`src/design/tkpl_pkg.sv`:
```
// Package for the touch keypad PIN lock: item and config structs, key codes,
// register indexes and keypad geometry constants. No dependencies.
`default_nettype none

package tkpl_pkg;

   // Geometry arithmetic width (signed, covers every box edge)
   localparam int GEO_W = 13;

   // Digits held in the stored PIN register
   localparam int PIN_SLOTS = 7;

   // Config register index width and indexes
   localparam int CSR_IDX_W = 3;
   localparam logic [CSR_IDX_W-1:0] CSR_PIN_DIGITS = 3'd0;
   localparam logic [CSR_IDX_W-1:0] CSR_PIN_LENGTH = 3'd1;
   localparam logic [CSR_IDX_W-1:0] CSR_ORIGIN_X   = 3'd2;
   localparam logic [CSR_IDX_W-1:0] CSR_ORIGIN_Y   = 3'd3;
   localparam logic [CSR_IDX_W-1:0] CSR_KEY_WIDTH  = 3'd4;
   localparam logic [CSR_IDX_W-1:0] CSR_KEY_HEIGHT = 3'd5;
   localparam logic [CSR_IDX_W-1:0] CSR_KEY_GAP    = 3'd6;
   localparam int CSR_DATA_W = 28;

   // Key codes
   localparam logic [3:0] KEY_NONE = 4'd0;
   localparam logic [3:0] KEY_CLR  = 4'd10;
   localparam logic [3:0] KEY_OK   = 4'd11;

   // Third column sits left of the regular pitch
   localparam logic signed [GEO_W-1:0] COL2_SHIFT = GEO_W'(15);

   typedef struct packed {
      logic       touched;
      logic [9:0] touch_x;
      logic [9:0] touch_y;
   } req_type;

   typedef struct packed {
      logic       key_hit;
      logic [3:0] key_code;
      logic [2:0] entry_length;
      logic       entry_changed;
      logic       pin_accepted;
      logic       pin_rejected;
      logic       unlocked;
   } rsp_type;

   // Classified sample handed from front to back
   typedef struct packed {
      logic       key_hit;
      logic [3:0] key_code;
   } key_type;

   typedef struct packed {
      logic [27:0] stored_pin_digits;
      logic [2:0]  stored_pin_length;
      logic [9:0]  grid_origin_x;
      logic [9:0]  grid_origin_y;
      logic [7:0]  key_width;
      logic [7:0]  key_height;
      logic [7:0]  key_gap;
   } cfg_type;

   // Fixed extra vertical offset of each keypad row
   function automatic logic signed [GEO_W-1:0] row_extra(input logic [1:0] row);
      logic signed [GEO_W-1:0] extra;
      case (row)
         2'd0:    extra = GEO_W'(0);
         2'd1:    extra = GEO_W'(10);
         2'd2:    extra = GEO_W'(25);
         2'd3:    extra = GEO_W'(40);
         default: extra = GEO_W'(0);
      endcase
      return extra;
   endfunction

   // Row-major key index to key code: 1 2 3 / 4 5 6 / 7 8 9 / CLR 0 OK
   function automatic logic [3:0] key_code_of(input logic [3:0] idx);
      logic [3:0] code;
      case (idx)
         4'd0:    code = 4'd1;
         4'd1:    code = 4'd2;
         4'd2:    code = 4'd3;
         4'd3:    code = 4'd4;
         4'd4:    code = 4'd5;
         4'd5:    code = 4'd6;
         4'd6:    code = 4'd7;
         4'd7:    code = 4'd8;
         4'd8:    code = 4'd9;
         4'd9:    code = KEY_CLR;
         4'd10:   code = 4'd0;
         4'd11:   code = KEY_OK;
         default: code = KEY_NONE;
      endcase
      return code;
   endfunction

endpackage

`default_nettype wire

```
`src/design/tkpl_queue.sv`:
```
// Small first-in first-out queue of fixed-width entries.
// Used between front and back and as the result buffer. No dependencies.
`default_nettype none

module tkpl_queue #(
   parameter int WIDTH = 5,
   parameter int DEPTH = 2
) (
   input  wire logic             clock,
   input  wire logic             reset,
   input  wire logic             push,
   input  wire logic [WIDTH-1:0] push_data,
   output logic                  full,
   input  wire logic             pop,
   output logic                  empty,
   output logic [WIDTH-1:0]      pop_data
);

   localparam int AW = (DEPTH > 1) ? $clog2(DEPTH) : 1;
   localparam int CW = $clog2(DEPTH + 1);

   logic [WIDTH-1:0] slot_ff [DEPTH];
   logic [AW-1:0]    wr_ptr_ff, wr_ptr_in;
   logic [AW-1:0]    rd_ptr_ff, rd_ptr_in;
   logic [CW-1:0]    count_ff, count_in;
   logic             do_push, do_pop;

   assign full     = (count_ff == CW'(DEPTH));
   assign empty    = (count_ff == '0);
   assign do_push  = push && !full;
   assign do_pop   = pop && !empty;
   assign pop_data = slot_ff[rd_ptr_ff];

   // Advance pointers with wrap at the depth
   always_comb begin
      wr_ptr_in = wr_ptr_ff;
      rd_ptr_in = rd_ptr_ff;
      count_in  = count_ff;
      if (do_push) begin
         wr_ptr_in = (wr_ptr_ff == AW'(DEPTH - 1)) ? '0 : wr_ptr_ff + 1'b1;
      end
      if (do_pop) begin
         rd_ptr_in = (rd_ptr_ff == AW'(DEPTH - 1)) ? '0 : rd_ptr_ff + 1'b1;
      end
      if (do_push && !do_pop) begin
         count_in = count_ff + 1'b1;
      end else if (do_pop && !do_push) begin
         count_in = count_ff - 1'b1;
      end
   end

   always_ff @(posedge clock) begin
      if (reset) begin
         wr_ptr_ff <= '0;
         rd_ptr_ff <= '0;
         count_ff  <= '0;
      end else begin
         wr_ptr_ff <= wr_ptr_in;
         rd_ptr_ff <= rd_ptr_in;
         count_ff  <= count_in;
      end
   end

   // Store the pushed entry
   always_ff @(posedge clock) begin
      if (do_push) begin
         slot_ff[wr_ptr_ff] <= push_data;
      end
   end

endmodule

`default_nettype wire

```
`src/design/tkpl_front.sv`:
```
// Front end: press/release confirmation and keypad hit test.
// Depends on tkpl_pkg. Emits one classified key item per accepted sample.
`default_nettype none

module tkpl_front
   import tkpl_pkg::*;
(
   input  wire logic    clock,
   input  wire logic    reset,
   input  wire logic    take,
   input  wire req_type sample,
   input  wire cfg_type cfg,
   output key_type      key
);

   logic fd_ff, fd_in;
   logic pp_ff, pp_in;
   logic rp_ff, rp_in;
   logic press;

   logic [8:0]              pitch_x, pitch_y;
   logic signed [GEO_W-1:0] px_s, py_s, ox_s, oy_s, kw_s, kh_s, tx_s, ty_s;
   logic signed [GEO_W-1:0] col_x [3];
   logic signed [GEO_W-1:0] row_y [4];
   logic [11:0]             box_hit;
   logic                    found;
   logic [3:0]              found_idx;

   // Debounce: confirm press and release over two samples
   always_comb begin
      fd_in = fd_ff;
      pp_in = pp_ff;
      rp_in = rp_ff;
      press = 1'b0;
      if (take) begin
         if (!fd_ff) begin
            if (pp_ff) begin
               pp_in = 1'b0;
               if (sample.touched) begin
                  fd_in = 1'b1;
                  rp_in = 1'b0;
                  press = 1'b1;
               end
            end else if (sample.touched) begin
               pp_in = 1'b1;
            end
         end else begin
            if (rp_ff) begin
               rp_in = 1'b0;
               if (!sample.touched) begin
                  fd_in = 1'b0;
               end
            end else if (!sample.touched) begin
               rp_in = 1'b1;
            end
         end
      end
   end

   always_ff @(posedge clock) begin
      if (reset) begin
         fd_ff <= 1'b0;
         pp_ff <= 1'b0;
         rp_ff <= 1'b0;
      end else begin
         fd_ff <= fd_in;
         pp_ff <= pp_in;
         rp_ff <= rp_in;
      end
   end

   // Box edges from the grid settings
   assign pitch_x = {1'b0, cfg.key_width} + {1'b0, cfg.key_gap};
   assign pitch_y = {1'b0, cfg.key_height} + {1'b0, cfg.key_gap};
   assign px_s    = $signed(GEO_W'(pitch_x));
   assign py_s    = $signed(GEO_W'(pitch_y));
   assign ox_s    = $signed(GEO_W'(cfg.grid_origin_x));
   assign oy_s    = $signed(GEO_W'(cfg.grid_origin_y));
   assign kw_s    = $signed(GEO_W'(cfg.key_width));
   assign kh_s    = $signed(GEO_W'(cfg.key_height));
   assign tx_s    = $signed(GEO_W'(sample.touch_x));
   assign ty_s    = $signed(GEO_W'(sample.touch_y));

   assign col_x[0] = ox_s;
   assign col_x[1] = ox_s + px_s;
   assign col_x[2] = ox_s + (px_s <<< 1) - COL2_SHIFT;

   assign row_y[0] = oy_s + row_extra(2'd0);
   assign row_y[1] = oy_s + py_s + row_extra(2'd1);
   assign row_y[2] = oy_s + (py_s <<< 1) + row_extra(2'd2);
   assign row_y[3] = oy_s + (py_s <<< 1) + py_s + row_extra(2'd3);

   // Test all twelve boxes in parallel, bounds inclusive
   always_comb begin
      for (int r = 0; r < 4; r++) begin
         for (int c = 0; c < 3; c++) begin
            box_hit[r * 3 + c] = (tx_s >= col_x[c]) && (tx_s <= col_x[c] + kw_s) &&
                                 (ty_s >= row_y[r]) && (ty_s <= row_y[r] + kh_s);
         end
      end
   end

   // Pick the first box in row-major order
   always_comb begin
      found     = 1'b0;
      found_idx = '0;
      for (int k = 11; k >= 0; k--) begin
         if (box_hit[k]) begin
            found     = 1'b1;
            found_idx = 4'(k);
         end
      end
   end

   assign key.key_hit  = press && found;
   assign key.key_code = (press && found) ? key_code_of(found_idx) : KEY_NONE;

endmodule

`default_nettype wire

```
`src/design/tkpl_back.sv`:
```
// Back end: digit entry, clear, PIN compare and lock state.
// Depends on tkpl_pkg. Turns each classified key item into one result.
`default_nettype none

module tkpl_back
   import tkpl_pkg::*;
#(
   parameter int MAX_PIN_DIGITS = 7
) (
   input  wire logic    clock,
   input  wire logic    reset,
   input  wire logic    fire,
   input  wire key_type key,
   input  wire cfg_type cfg,
   output rsp_type      rsp
);

   localparam int CW     = $clog2(MAX_PIN_DIGITS + 1);
   localparam int AW     = (MAX_PIN_DIGITS > 1) ? $clog2(MAX_PIN_DIGITS) : 1;
   localparam int CMP_W  = (CW > 3) ? CW : 3;
   localparam int SLOTS  = (MAX_PIN_DIGITS > PIN_SLOTS) ? MAX_PIN_DIGITS : PIN_SLOTS;
   localparam int PIN_W  = 4 * SLOTS;

   logic [3:0]       digit_ff [MAX_PIN_DIGITS];
   logic [CW-1:0]    count_ff, count_in;
   logic             lock_ff, lock_in;
   logic             wr_digit;
   logic             match;
   logic [PIN_W-1:0] pin_wide;
   logic [CMP_W-1:0] count_wide;

   assign pin_wide = PIN_W'(cfg.stored_pin_digits);

   // Compare length and every entered digit with the stored PIN
   always_comb begin
      match = (CMP_W'(count_ff) == CMP_W'(cfg.stored_pin_length));
      for (int i = 0; i < MAX_PIN_DIGITS; i++) begin
         if ((CW'(i) < count_ff) && (digit_ff[i] != pin_wide[4 * i +: 4])) begin
            match = 1'b0;
         end
      end
   end

   // Apply the key to the entry and build the result
   always_comb begin
      count_in = count_ff;
      lock_in  = lock_ff;
      wr_digit = 1'b0;
      rsp      = '0;
      if (lock_ff) begin
         rsp.unlocked = 1'b1;
      end else if (key.key_hit) begin
         rsp.key_hit  = 1'b1;
         rsp.key_code = key.key_code;
         case (key.key_code)
            KEY_CLR: begin
               count_in          = '0;
               rsp.entry_changed = 1'b1;
            end
            KEY_OK: begin
               if (match) begin
                  lock_in          = 1'b1;
                  rsp.pin_accepted = 1'b1;
               end else begin
                  count_in          = '0;
                  rsp.entry_changed = 1'b1;
                  rsp.pin_rejected  = 1'b1;
               end
            end
            default: begin
               if (count_ff < CW'(MAX_PIN_DIGITS)) begin
                  wr_digit          = 1'b1;
                  count_in          = count_ff + 1'b1;
                  rsp.entry_changed = 1'b1;
               end
            end
         endcase
      end
      rsp.unlocked     = lock_in;
      count_wide       = CMP_W'(count_in);
      rsp.entry_length = count_wide[2:0];
   end

   always_ff @(posedge clock) begin
      if (reset) begin
         count_ff <= '0;
         lock_ff  <= 1'b0;
      end else if (fire) begin
         count_ff <= count_in;
         lock_ff  <= lock_in;
      end
   end

   // Append the digit at the current count
   always_ff @(posedge clock) begin
      if (fire && wr_digit) begin
         digit_ff[count_ff[AW-1:0]] <= key.key_code;
      end
   end

   // Once open, the lock stays open until reset
   a_lock_holds: assert property (@(posedge clock) disable iff (reset)
      lock_ff |=> lock_ff)
      else $error("lock closed without reset");

   // Entry never grows past its capacity
   a_count_bound: assert property (@(posedge clock) disable iff (reset)
      count_ff <= CW'(MAX_PIN_DIGITS))
      else $error("entry count above capacity");

   // Accept and reject never in the same result
   a_acc_rej: assert property (@(posedge clock) disable iff (reset)
      fire |-> !(rsp.pin_accepted && rsp.pin_rejected))
      else $error("accept and reject together");

   // An accepted PIN opens the lock on the next cycle
   a_acc_opens: assert property (@(posedge clock) disable iff (reset)
      (fire && rsp.pin_accepted) |=> lock_ff)
      else $error("accepted PIN did not open the lock");

endmodule

`default_nettype wire

```
`src/design/touch_keypad_pin_lock.sv`:
```
// Top level of the touch keypad PIN lock: config registers, front end,
// key queue, back end and result queue. Depends on tkpl_pkg and submodules.
//
//   Channel   Direction  Handshake                 Payload
//   req_      in         req_push / req_full       req_item  (req_type)
//   rsp_      out        rsp_pop / rsp_empty       rsp_item  (rsp_type)
//   csr_      in         csr_valid / csr_ready     csr_index, csr_wdata
//
// One sample per cycle is accepted while req_full is low; each yields exactly
// one result. A sample is classified in the cycle of its transfer and enters
// the key queue; the back end moves its result into the result queue once that
// queue has room, and it shows on rsp_item when it reaches the queue's head.
// The back end updates the entry for one key item each time it advances.
// Reset is synchronous; it clears the queues, debounce and lock state and
// loads the config defaults. csr_ready is always high.
// A full result queue stalls the back end; the key queue then fills and
// raises req_full.
`default_nettype none

module touch_keypad_pin_lock
   import tkpl_pkg::*;
#(
   parameter int MAX_PIN_DIGITS = 7
) (
   input  wire logic                  clock,
   input  wire logic                  reset,
   input  wire logic                  req_push,
   output logic                       req_full,
   input  wire req_type               req_item,
   output logic                       rsp_empty,
   input  wire logic                  rsp_pop,
   output rsp_type                    rsp_item,
   input  wire logic                  csr_valid,
   output logic                       csr_ready,
   input  wire logic [CSR_IDX_W-1:0]  csr_index,
   input  wire logic [CSR_DATA_W-1:0] csr_wdata
);

   localparam int QUEUE_DEPTH = 2;
   localparam int KEY_W       = $bits(key_type);
   localparam int RSP_W       = $bits(rsp_type);

   cfg_type          cfg_ff, cfg_in;
   logic             take;
   key_type          front_key, back_key;
   logic [KEY_W-1:0] back_key_bits;
   logic             mid_empty;
   logic             res_full;
   logic             fire;
   rsp_type          back_rsp;
   logic [RSP_W-1:0] rsp_bits;

   assign csr_ready = 1'b1;

   // Write the addressed config register
   always_comb begin
      cfg_in = cfg_ff;
      if (csr_valid && csr_ready) begin
         case (csr_index)
            CSR_PIN_DIGITS: cfg_in.stored_pin_digits = csr_wdata;
            CSR_PIN_LENGTH: cfg_in.stored_pin_length = csr_wdata[2:0];
            CSR_ORIGIN_X:   cfg_in.grid_origin_x     = csr_wdata[9:0];
            CSR_ORIGIN_Y:   cfg_in.grid_origin_y     = csr_wdata[9:0];
            CSR_KEY_WIDTH:  cfg_in.key_width         = csr_wdata[7:0];
            CSR_KEY_HEIGHT: cfg_in.key_height        = csr_wdata[7:0];
            CSR_KEY_GAP:    cfg_in.key_gap           = csr_wdata[7:0];
            default:        cfg_in = cfg_ff;
         endcase
      end
   end

   always_ff @(posedge clock) begin
      if (reset) begin
         cfg_ff.stored_pin_digits <= 28'd0;
         cfg_ff.stored_pin_length <= 3'd4;
         cfg_ff.grid_origin_x     <= 10'd245;
         cfg_ff.grid_origin_y     <= 10'd100;
         cfg_ff.key_width         <= 8'd90;
         cfg_ff.key_height        <= 8'd65;
         cfg_ff.key_gap           <= 8'd20;
      end else begin
         cfg_ff <= cfg_in;
      end
   end

   // Front: take a sample whenever the key queue has room
   assign take = req_push && !req_full;

   tkpl_front u_front (
      .clock  (clock),
      .reset  (reset),
      .take   (take),
      .sample (req_item),
      .cfg    (cfg_ff),
      .key    (front_key)
   );

   tkpl_queue #(
      .WIDTH (KEY_W),
      .DEPTH (QUEUE_DEPTH)
   ) u_key_queue (
      .clock     (clock),
      .reset     (reset),
      .push      (take),
      .push_data (front_key),
      .full      (req_full),
      .pop       (fire),
      .empty     (mid_empty),
      .pop_data  (back_key_bits)
   );

   assign back_key = key_type'(back_key_bits);

   // Back: advance when a key waits and the result queue has room
   assign fire = !mid_empty && !res_full;

   tkpl_back #(
      .MAX_PIN_DIGITS (MAX_PIN_DIGITS)
   ) u_back (
      .clock (clock),
      .reset (reset),
      .fire  (fire),
      .key   (back_key),
      .cfg   (cfg_ff),
      .rsp   (back_rsp)
   );

   tkpl_queue #(
      .WIDTH (RSP_W),
      .DEPTH (QUEUE_DEPTH)
   ) u_rsp_queue (
      .clock     (clock),
      .reset     (reset),
      .push      (fire),
      .push_data (back_rsp),
      .full      (res_full),
      .pop       (rsp_pop),
      .empty     (rsp_empty),
      .pop_data  (rsp_bits)
   );

   assign rsp_item = rsp_type'(rsp_bits);

endmodule

`default_nettype wire
```
`config.mk`:
```
export PLATFORM = sky130hd
export DESIGN_NAME = touch_keypad_pin_lock
export DESIGN_NICKNAME = d
export VERILOG_FILES = /design/src/design/tkpl_pkg.sv /design/src/design/tkpl_queue.sv /design/src/design/tkpl_front.sv /design/src/design/tkpl_back.sv /design/src/design/touch_keypad_pin_lock.sv
export SDC_FILE = /design/constraint.sdc
export NUM_CORES = 1
export LEC_CHECK = 0
export BUFFER_PORTS_ARGS = -buffer_cell sky130_fd_sc_hd__buf_2
export CAP_MARGIN = 20
export CELL_PAD_IN_SITES_DETAIL_PLACEMENT = 0
export CELL_PAD_IN_SITES_GLOBAL_PLACEMENT = 1
export CORE_MARGIN = 10
export CORE_UTILIZATION = 54
export CTS_BUF_LIST = sky130_fd_sc_hd__clkbuf_8
export CTS_CLUSTER_DIAMETER = 80
export DETAILED_ROUTE_END_ITERATION = 16
export GPL_TIMING_DRIVEN = 0
export PLACE_DENSITY_LB_ADDON = 0.25
export SLEW_MARGIN = 40
export SYNTH_ARGS = -nofsm -noshare
export SYNTH_HDL_FRONTEND = slang
export SYNTH_SLANG_ARGS = --single-unit
```
`constraint.sdc`:
```
create_clock -name clock -period 14.3 [get_ports clock]
set_input_delay 0 -clock clock [delete_from_list [all_inputs] [get_ports clock]]
set_output_delay 0 -clock clock [all_outputs]
set_load 0.1 [all_outputs]
```
# Yosys cells after proc, flatten, opt, wreduce, memory -nomap -nowiden
# Memories as Yosys holds them, arrays and structs flattened. A register that Yosys moved wholly into a read port is not among the register bits.
# Cells that the tools add are included.
dict set report totals {
  ff_bits 90
  ramBits 62
  rom_bits 64
  in_bits 57
  memories 4
}
# memory depth word_bits rd rd_ports_with_merged_regs wr line_no
set memory_table {}
lappend memory_table {{(no name shown)} 16 4 1 0 0 tkpl_pkg.sv:80} ;# case (idx)
lappend memory_table {u_back.digit_ff 7 4 7 0 1 tkpl_back.sv:24} ;# logic [3:0] digit_ff [MAX_PIN_DIGITS];
lappend memory_table {u_rsp_queue.slot_ff 2 12 1 1 1 tkpl_queue.sv:22} ;# logic [WIDTH-1:0] slot_ff [DEPTH];
lappend memory_table {u_key_queue.slot_ff 2 5 1 1 1 tkpl_queue.sv:22}
dict set report op_classes {
  n_addsub 27
  n_lt_le_gt_ge 22
  n_eq_ne 18
  mux 82
  n_bitwise 1
  reduce_logical 71
}
# operator n
set op_table {}
lappend op_table {{<= comparator 11 x 13 -> 1 bit} 7}
lappend op_table {{adder 13 x 9 -> 13 bit} 5}
lappend op_table {{>= comparator 11 x 13 -> 1 bit} 5}
lappend op_table {{2-to-1 mux 1 bit} 54}
lappend op_table {{2-to-1 mux 4 bit} 13}
lappend op_table {{logical AND 1 bit} 46}
lappend op_table {{!= test 4 bit} 7}
lappend op_table {{adder 10 x 10 -> 11 bit} 2}
lappend op_table {{adder 10 x 8 -> 11 bit} 2}
lappend op_table {{adder 10 x 9 -> 11 bit} 2}
lappend op_table {{>= comparator 10 bit} 2}
lappend op_table {{adder 8 x 8 -> 9 bit} 2}
lappend op_table {{2-to-1 mux 3 bit} 6}
lappend op_table {{AND reduction 2 bit} 8}
lappend op_table {{adder 13 x 10 -> 13 bit} 1}
lappend op_table {{adder 13 x 5 -> 13 bit, second input constant} 1}
lappend op_table {{adder 13 x 6 -> 13 bit, second input constant} 1}
lappend op_table {{adder 13 x 7 -> 13 bit, second input constant} 1}
lappend op_table {{subtractor 13 x 5 -> 13 bit, second input constant} 1}
lappend op_table {{2-to-1 mux 2 bit} 5}
lappend op_table {{2-to-1 mux 5 bit} 2}
lappend op_table {{equality test 3 bit, second input constant} 3}
lappend op_table {{< comparator 3 bit, first input constant} 3}
lappend op_table {{equality test 4 bit, second input constant} 2}
lappend op_table {{20 further kinds} 40}

# Logic depth before layout (Yosys ltp)
# Gate-level depths: netlist of the first run.
dict set report logic_depth {
  depth_word 22
  mapped_depth 35
  ltp_nobuf 35
}

# By module
# A second synthesis of the first run with hierarchy kept.
dict set report hier_totals {
  cells_unflattened 1706
  hier_area_um2 15549.9
}
# module n_inst cells_per_inst area_each_um2 seq_area_each_um2
set by_module_without_submodules {}
lappend by_module_without_submodules {tkpl_front 1 1162 9028.7 60.1}
lappend by_module_without_submodules {touch_keypad_pin_lock 1 294 3134.3 1501.4}
lappend by_module_without_submodules {tkpl_back 1 148 1734.2 920.9}
lappend by_module_without_submodules {{tkpl_queue at u_rsp_queue} 1 62 1078.5 820.8}
lappend by_module_without_submodules {{tkpl_queue at u_key_queue} 1 40 574.3 400.4}

# Worst setup path after synthesis of the first run
# OpenSTA, ideal clock, no wires.
dict set report synth_timing {
  path_type {register to register}
  startpoint {register cfg_ff[0] in the netlist's numbering}
  endpoint {memory u_key_queue.slot_ff[0][1], data pin}
  setup_time_ns 0.262
  t_arrival_ns 6.878
  required_ns 14.038
  setup_slack_ns 7.160
  path_stages_with_launch 34
  path_buffers 0
  period_less_slack_ns 7.140
  path_cell_list {dfxtp_1 -> ha_1 -> fa_1 -> a21o_1 -> a21oi_1 -> xnor2_1 -> ha_1 -> a21oi_1 -> nand2_1 -> or2_4 -> xor2_2 -> ha_1 -> ha_1 -> and2_1 -> a31oi_1 -> nor2b_1 -> xnor2_1 -> ha_1 -> a21o_1 -> a31o_2 -> xnor2_1 -> ha_1 -> and4_1 -> a211oi_1 -> o211ai_1 -> o211ai_1 -> a31oi_1 -> a211o_1 -> a21oi_1 -> o21a_1 -> o31ai_1 -> o21ai_0 -> ha_1 -> o221a_1}
}
# element line_no
set synth_rtl {}
lappend synth_rtl {{start, declared} touch_keypad_pin_lock.sv:43} ;# cfg_type cfg_ff, cfg_in;
lappend synth_rtl {{start signal, assigned} touch_keypad_pin_lock.sv:82} ;# cfg_ff <= cfg_in;
lappend synth_rtl {{end, declared} tkpl_queue.sv:22}

==> results by group, run 1 <==
Layout
  • Reg area: about 3700 µm²
  • Filler cells: 2,562
  • Multi-input gate area: approximately 11,000 µm²
  • Fin nets: approximately 2,200
  • Final Non-Filler Cells: 2,220
  • Layout cells sized above 1: roughly 8.5%
  • Synthesis-to-finish area growth: 9.88%

STA
  • Clock skew: around 19 ps
  • Relative slew slack: between 40% and 50%
  • Pin slew with the least headroom to its limit: about 860 ps
  • Final Slew Violations: 0
  • Hold Vio Cnt, Final: 0
  • Setup violators final: 0
  • F_max: roughly 120 MHz
  • Minimum clock period: 8420 ps
  • Worst setup margin: about 6000 ps
  • RSZ-0062 raised after global routing: no
  • Final hold slack: roughly 36 ps
  • Final worst-path cycle share: around three fifths
  • TNS Setup: 0 ps

Logic synthesis
  • Top post-synthesis cells by count: 272 x ha_1, 161 x a21oi_1, 152 x nand2_1
  • Post-synth EDFFs: 62
  • Most used DFF post-synth: dfxtp_1
  • Top-count cell post-synth: ha_1
  • Avg Cell Area, Syn: about 8.8 µm²
  • Synthesis-stage register bit count: 154
  • Synthesized area: between 15,000 and 20,000 µm²
  • Post-Synthesis Cells: 1,711
  • Cell taking the most area after synthesis: ha_1
  • Area contributors post-synth: ha_1 23%, edfxtp_1 12%, dfxtp_1 12%
  • Share of the synthesized area in the top cell type: 22.6%
  • Sequential fraction of the synthesis area: around 25%
  • Count of cell types in the netlist: 96
  • Post-Syn Nets: around 2,100
  • Ys async rst share: 0%
  • Yosys warns: 0

CTS
  • Cts hold-fix bufs: 30
  • Clock Latency Late Sink: between 400 and 500 ps
  • CTS Buffer Depth: 2
  • Inserted Clock Buffers: 17
  • Number of setup buffers added after CTS: 0
  • Clock Tree Root: clkbuf_8
  • Clock Pin Slew Worst Setup and Hold Paths: 110 ps
  • CTS resizes: 0
  • Clock Sinks: 154
  • CTS tree: done
  • Htree depth: 4

Power and ir drop
  • Seq pwr share: between 20% and 30%
  • Worst IR Drop VDD: ~0.000095 V
  • Total power: ~2.2 mW
  • P_int: 1.14 mW
  • Leak: approximately 7.3 nW
  • Clock share of power: between 10% and 20%
  • Net Sw Frac: a little under half
  • PwrDens: 132 nW/µm²
  • Switch Pwr: between 1 and 1.5 mW
  • Gate power share: about 60%

Die
  • Core Area: 27,600 µm²
  • Die area: roughly 35,000 µm²
  • Die Wd: 187 µm
  • Site Rows: just over 60
  • Die H: 187 µm
  • Starting Density: 54.5%
  • Ports: 72

Global routing
  • Via count of the first global-routing pass: 12,400
  • Initial antenna violation count: 3
  • First-pass GRT wire length: approximately 64,000 µm
  • Total track usage: 22.3%
  • Remaining Overflow, GRT: 0
  • Largest net degree at the start of global routing: 17

Routing
  • WL/cell: roughly 18 µm
  • Met3 routed WL: around 1600 µm
  • Max layer used: met5
  • Drt via density: between 5 and 6
  • Via count: about 13,000
  • ANT nets after route: 0
  • Routed WL: just under 40,000 µm
  • DRC viols: 0
  • Met2 Wirelength: 19,200 µm
  • DR pass1 iterations: 5
  • DR iter-0 viols: approximately 600
  • WL met1: around 18,000 µm

Critical path
  • CP max stage delay: 570 ps
  • Crit path max fanout: 10
  • Critical path data arrival time: 8630 ps
  • Crit. End Element: register
  • Critical path class: reg -> reg
  • Startpoint type of the worst setup path: register
  • CP dominant cell by count: ha_1
  • Critical Path RT: approximately 15,000 ps
  • Worst path slowest cell: dfxtp_1

Hold path
  • Min-Delay Path Class: in -> reg

Flow run
  • Max-cap violations: 0

Placed design
  • Global placement routability congestion: a little over 0.9
  • Cells after DPL: approximately 2,200
  • Worst slack, placed: 5940 ps
  • DP Wirelength: around 32,000 µm
  • PortBufs: 67

Status
  • Outcome: finished clean
[per-layer routing]
layer	global-route usage [%]	vias to the layer above
met5	0	-
met4	8.41	2
met3	2.76	61
met2	38.4	260
met1	28.0	5979
li1	-	6390
[path summary, 6_finish.rpt]
| check | from | to | slack [ps] | cells past startpoint |
|---|---|---|---|---|
| worst max register to register | cfg_ff[17] | u_key_queue.slot_ff[0][1] | 5880 | 30 |
| worst max-delay path | cfg_ff[17] | u_key_queue.slot_ff[0][1] | 5880 | 30 |
| worst min register to register | cfg_ff[56] | cfg_ff[56] | 480 | 2 |
| worst min-delay path | req_push | u_front.rp_ff | 40 | 4 |
[metrics by stage]
stage / area (µm²) / utilization [%]
global placement: 15900 / 57.4
global route: 16500 / 59.8
floorplan: 15000 / -
finish: 16500 / 59.8
detailed placement: 15900 / 57.4
CTS: 16500 / 59.8
[area by class of cell]
| class | count | share of cell area (%) |
|---|---|---|
| Sequential cell | 154 | 22.4 |
| Antenna cell | 2 | 0.0303 |
| Tap cell | 378 | 2.86 |
| Inverter | 134 | 3.04 |
| Multi-Input combinational cell | 1388 | 64.7 |
| Timing Repair Buffer | 97 | 3.84 |
| Buffer | 35 | 0.885 |
| Clock inverter | 15 | 0.779 |
| Clock buffer | 17 | 1.42 |
[cells by family after synthesis]
| kind of cell | synth area share, % |
|---|---|
| and+or+nand+nor | 15.2 |
| AOI/OAI and AO/OA | 19.9 |
| adders and majority gates | 24.5 |
| DFF | 24.6 |
| other | 0.0249 |
| muxes | 2.19 |
| buffers and inverters | 4.32 |
| xor gates and xnor gates | 9.29 |
[state kept, by name (all words and copies together) (netlist names), 2 cells and up, named ones only]
name                  flops
u_rsp_queue.slot_ff      24
u_rsp_queue.count_ff      2
u_key_queue.slot_ff      10
u_back.count_ff           3
cfg_ff                   75
u_key_queue.count_ff      2
u_back.digit_ff          28
[layout by cell type (no fill, tap or decap), types with 7 or more instances in the layout]
cell type / instances
a211o_1: 18
a31oi_1: 9
nand3b_1: 7
inv_1: 133
xor2_1: 58
o21ai_0: 62
mux2_2: 15
and3_1: 11
o21ai_1: 7
xnor2_1: 91
dlygate4sd3_1: 30
edfxtp_1: 62
ha_1: 272
o22ai_1: 7
buf_2: 70
nor3_1: 26
nor2b_1: 34
o21bai_1: 28
a21oi_1: 161
mux2i_1: 16
nand2_1: 152
a21o_1: 45
nand3_1: 34
dfxtp_1: 92
o21a_1: 27
nand4_1: 11
fa_1: 14
clkbuf_8: 17
nor2_1: 103
clkbuf_1: 28
and2_1: 11
a211oi_1: 12
o211ai_1: 10
nand2b_1: 29
[worst max-delay path, delay by kind of cell, from the launching register on]
family | cells | cell delay, ps
AND/OR/NAND/NOR | 5 | 1130
buffers and inverters | 3 | 550
XOR/XNOR | 3 | 700
AO/OA/AOI/OAI | 14 | 3510
flip-flops | 1 | 570
adder cells (fa/ha/maj) | 5 | 1700
[power groups by stage]
stage	Combinational (mW)	Sequential [mW]	Clock, mW
6_report	1.31	0.556	0.315
5_1_grt	1.47	0.561	0.339
4_1_cts	1.31	0.555	0.317
3_5_place_dp	1.30	0.565	0
3_3_place_gp	1.27	0.562	0
2_1_floorplan	1.03	0.553	0
(Power assumes the default switching activity.)
==> inputs of run 2 (changes only) <==
--- a/config.mk
+++ b/config.mk
@@ -10,7 +10,7 @@
 export CELL_PAD_IN_SITES_DETAIL_PLACEMENT = 0
 export CELL_PAD_IN_SITES_GLOBAL_PLACEMENT = 1
 export CORE_MARGIN = 10
-export CORE_UTILIZATION = 54
+export CORE_UTILIZATION = 50
 export CTS_BUF_LIST = sky130_fd_sc_hd__clkbuf_8
 export CTS_CLUSTER_DIAMETER = 80
 export DETAILED_ROUTE_END_ITERATION = 16
==> constraint.sdc (replaced) <==
create_clock -name clock -period 8.5 [get_ports clock]
set_input_delay 0 -clock clock [delete_from_list [all_inputs] [get_ports clock]]
set_output_delay 0 -clock clock [all_outputs]
set_load 0.1 [all_outputs]
==> results by group, run 2 (same netlist as run 1, synthesis figures left out) <==
Flow run
  • Max-cap violations: 0 (unchanged)

Routing
  • DR iter-0 viols: 604 (+0.50%)
  • Via count: 12,600 (-0.77%)
  • Routed WL: 40,100 µm (+0.92%)
  • WL/cell: 18.0 µm (+0.38%)
  • DRC viols: 0 (unchanged)
  • Drt via density: 5.64 (-1.3%)
  • DR pass1 iterations: 5 (unchanged)
  • ANT nets after route: 0 (unchanged)

Die
  • Ports: 72 (unchanged)
  • Starting Density: 50.8% (-3.7 points)
  • Site Rows: 63 (+3.3%)
  • Core Area: 29,600 µm² (+7.3%)
  • Die H: 193 µm (+3.5%)
  • Die Wd: 193 µm (+3.5%)
  • Die area: 37,400 µm² (+7.1%)

Power and ir drop
  • Gate power share: 59.4% (-0.6 points)
  • Clock share of power: 15.8% (+1.3 points)
  • Leak: 7.38 nW (+0.84%)
  • Switch Pwr: 1.73 mW (+67%)
  • Net Sw Frac: 45.9% (-1.6 points)
  • Worst IR Drop VDD: 0.000356 V (+270%)
  • Seq pwr share: 24.8% (-0.7 points)
  • P_int: 2.03 mW (+78%)
  • PwrDens: 225 nW/µm² (+71%)

STA
  • Hold Vio Cnt, Final: 0 (unchanged)
  • Setup violators final: 0 (unchanged)
  • Final worst-path cycle share: 94.2% (+35 points)
  • Worst setup margin: 493 ps (-5380 ps)
  • F_max: 125 MHz (+5.2%)
  • Pin slew with the least headroom to its limit: 715 ps (-147 ps)
  • Clock skew: 13.5 ps (-5.36 ps)
  • Minimum clock period: 8010 ps (-418 ps)
  • Relative slew slack: 51.8% (+9.8 points)
  • TNS Setup: 0 ps (unchanged)
  • Final Slew Violations: 0 (unchanged)

Critical path
  • CP dominant cell by count: ha_1
  • R2r setup slk: 490 ps (-5380 ps)
  • Startpoint type of the worst setup path: register
  • Worst path slowest cell: or4_1
  • Crit path max fanout: 10 (unchanged)
  • Crit. End Element: register
  • Critical Path RT: 8710 ps (-5790 ps)
  • Critical path data arrival time: 8220 ps (-410 ps)
  • CP max stage delay: 550 ps (-20 ps)
  • Critical path class: reg -> reg

Status
  • Outcome: finished clean

CTS
  • CTS Buffer Depth: 2 (unchanged)
  • Number of setup buffers added after CTS: 0 (unchanged)
  • Clock Tree Root: clkbuf_8
  • Htree depth: 4 (unchanged)
  • Clock Sinks: 154 (unchanged)
  • Clock Latency Late Sink: 460 ps (about the same)
  • CTS tree: done
  • Inserted Clock Buffers: 17 (unchanged)
  • Clock Pin Slew Worst Setup and Hold Paths: 90 ps (-20 ps)

Layout
  • Synthesis-to-finish area growth: 11.0%
  • Biggest register: cfg_ff
  • Layout cells sized above 1: 9.23% (+0.70 points)
  • Largest register FFs: 75 (unchanged)
  • Most frequent cells in the layout: 272 x ha_1, 160 x a21oi_1, 152 x nand2_1, 133 x inv_1, 103 x nor2_1
  • Diode count: 0 (-2)
  • Final Instance Area: 16,700 µm² (+0.98%)
  • Commonest non-fill, non-tap cell in the layout: ha_1
  • Fin util: 56.3% (-3.5 points)
  • Fin nets: 2,172 (+0.092%)

Global routing
  • Largest net degree at the start of global routing: 17 (unchanged)
  • Remaining Overflow, GRT: 0 (unchanged)
  • Total track usage: 20.7% (-1.7 points)
  • Via count of the first global-routing pass: 12,100 (-2.2%)
  • Initial antenna violation count: 0 (-3)
  • First-pass GRT wire length: 63,700 µm (+0.17%)

Hold path
  • Min-Delay Path Class: in -> reg

Placed design
  • Worst slack, placed: -9.87 ps (-5950 ps)
  • PortBufs: 67 (unchanged)
  • DP Area: 15,900 µm² (about the same)
  • DP Wirelength: 32,200 µm (+1.1%)
  • Global placement routability congestion: 0.884 (-5.2%)
run 2: worst paths after layout:
kind / startpoint / end / cells after the start
setup reg to reg: cfg_ff[17] / u_key_queue.slot_ff[0][1] / 30
hold reg to reg: cfg_ff[50] / cfg_ff[50] / 2
setup / recovery: cfg_ff[17] / u_key_queue.slot_ff[0][1] / 30
hold / removal: req_push / u_front.rp_ff / 4
run 2: layer usage:
| layer | global-route usage, % | routed length (µm) | vias up |
|---|---|---|---|
| met2 | 34.0 | 18300 | 260 |
| met5 | 0 | 0 | - |
| met3 | 2.66 | 1860 | 44 |
| met4 | 5.64 | 902 | 0 |
| li1 | - | - | 6382 |
| met1 | 27.8 | 19000 | 5908 |
run 2: repair_timing:
item | CTS | global route
hold buffers | 32 | 0
setup endpoints to repair | 4 | 8
gates resized for setup | 1 | 12
endpoints found under the hold margin | 79 | 0
run 2: worst max-delay path, delay by kind of cell (launching register included):
| kind | cells | cell delay, ps |
|---|---|---|
| AND/OR/NAND/NOR | 5 | 1200 |
| buffers and inverters | 3 | 560 |
| XOR/XNOR | 3 | 680 |
| flip-flops | 1 | 510 |
| adder cells (fa/ha/maj) | 5 | 1710 |
| AO/OA/AOI/OAI | 14 | 3090 |
run 2: area by class of cell:
| type | instances | area (µm²) |
|---|---|---|
| inverters | 134 | 503 |
| plain buffers | 35 | 146 |
| clock inverters | 13 | 165 |
| fillers | 2754 | 12900 |
| repair buffers | 99 | 656 |
| well taps | 390 | 488 |
| clock buffers | 19 | 262 |
| flip-flops and latches | 154 | 3710 |
| multi-input cells | 1388 | 10800 |
run 2: per-stage QoR:
step / hold slack, ps / std cells / power, mW
CTS: 2.80 / 2232 / 3.76
finish: 22.3 / 2232 / 3.76
detailed placement: 251 / 2168 / 3.14
global route: 57.3 / 2232 / 4.07
global placement: 244 / 2168 / 3.09
floorplan: 118 / 1711 / 2.66
run 2: power by group through the flow:
| stage | combinational, mW | sequential (mW) | clock, mW |
|---|---|---|---|
| finish | 2.23 | 0.934 | 0.594 |
| floorplan | 1.73 | 0.931 | 0 |
| CTS | 2.22 | 0.934 | 0.599 |
| detailed placement | 2.19 | 0.951 | 0 |
| global placement | 2.14 | 0.946 | 0 |
| global route | 2.49 | 0.944 | 0.634 |
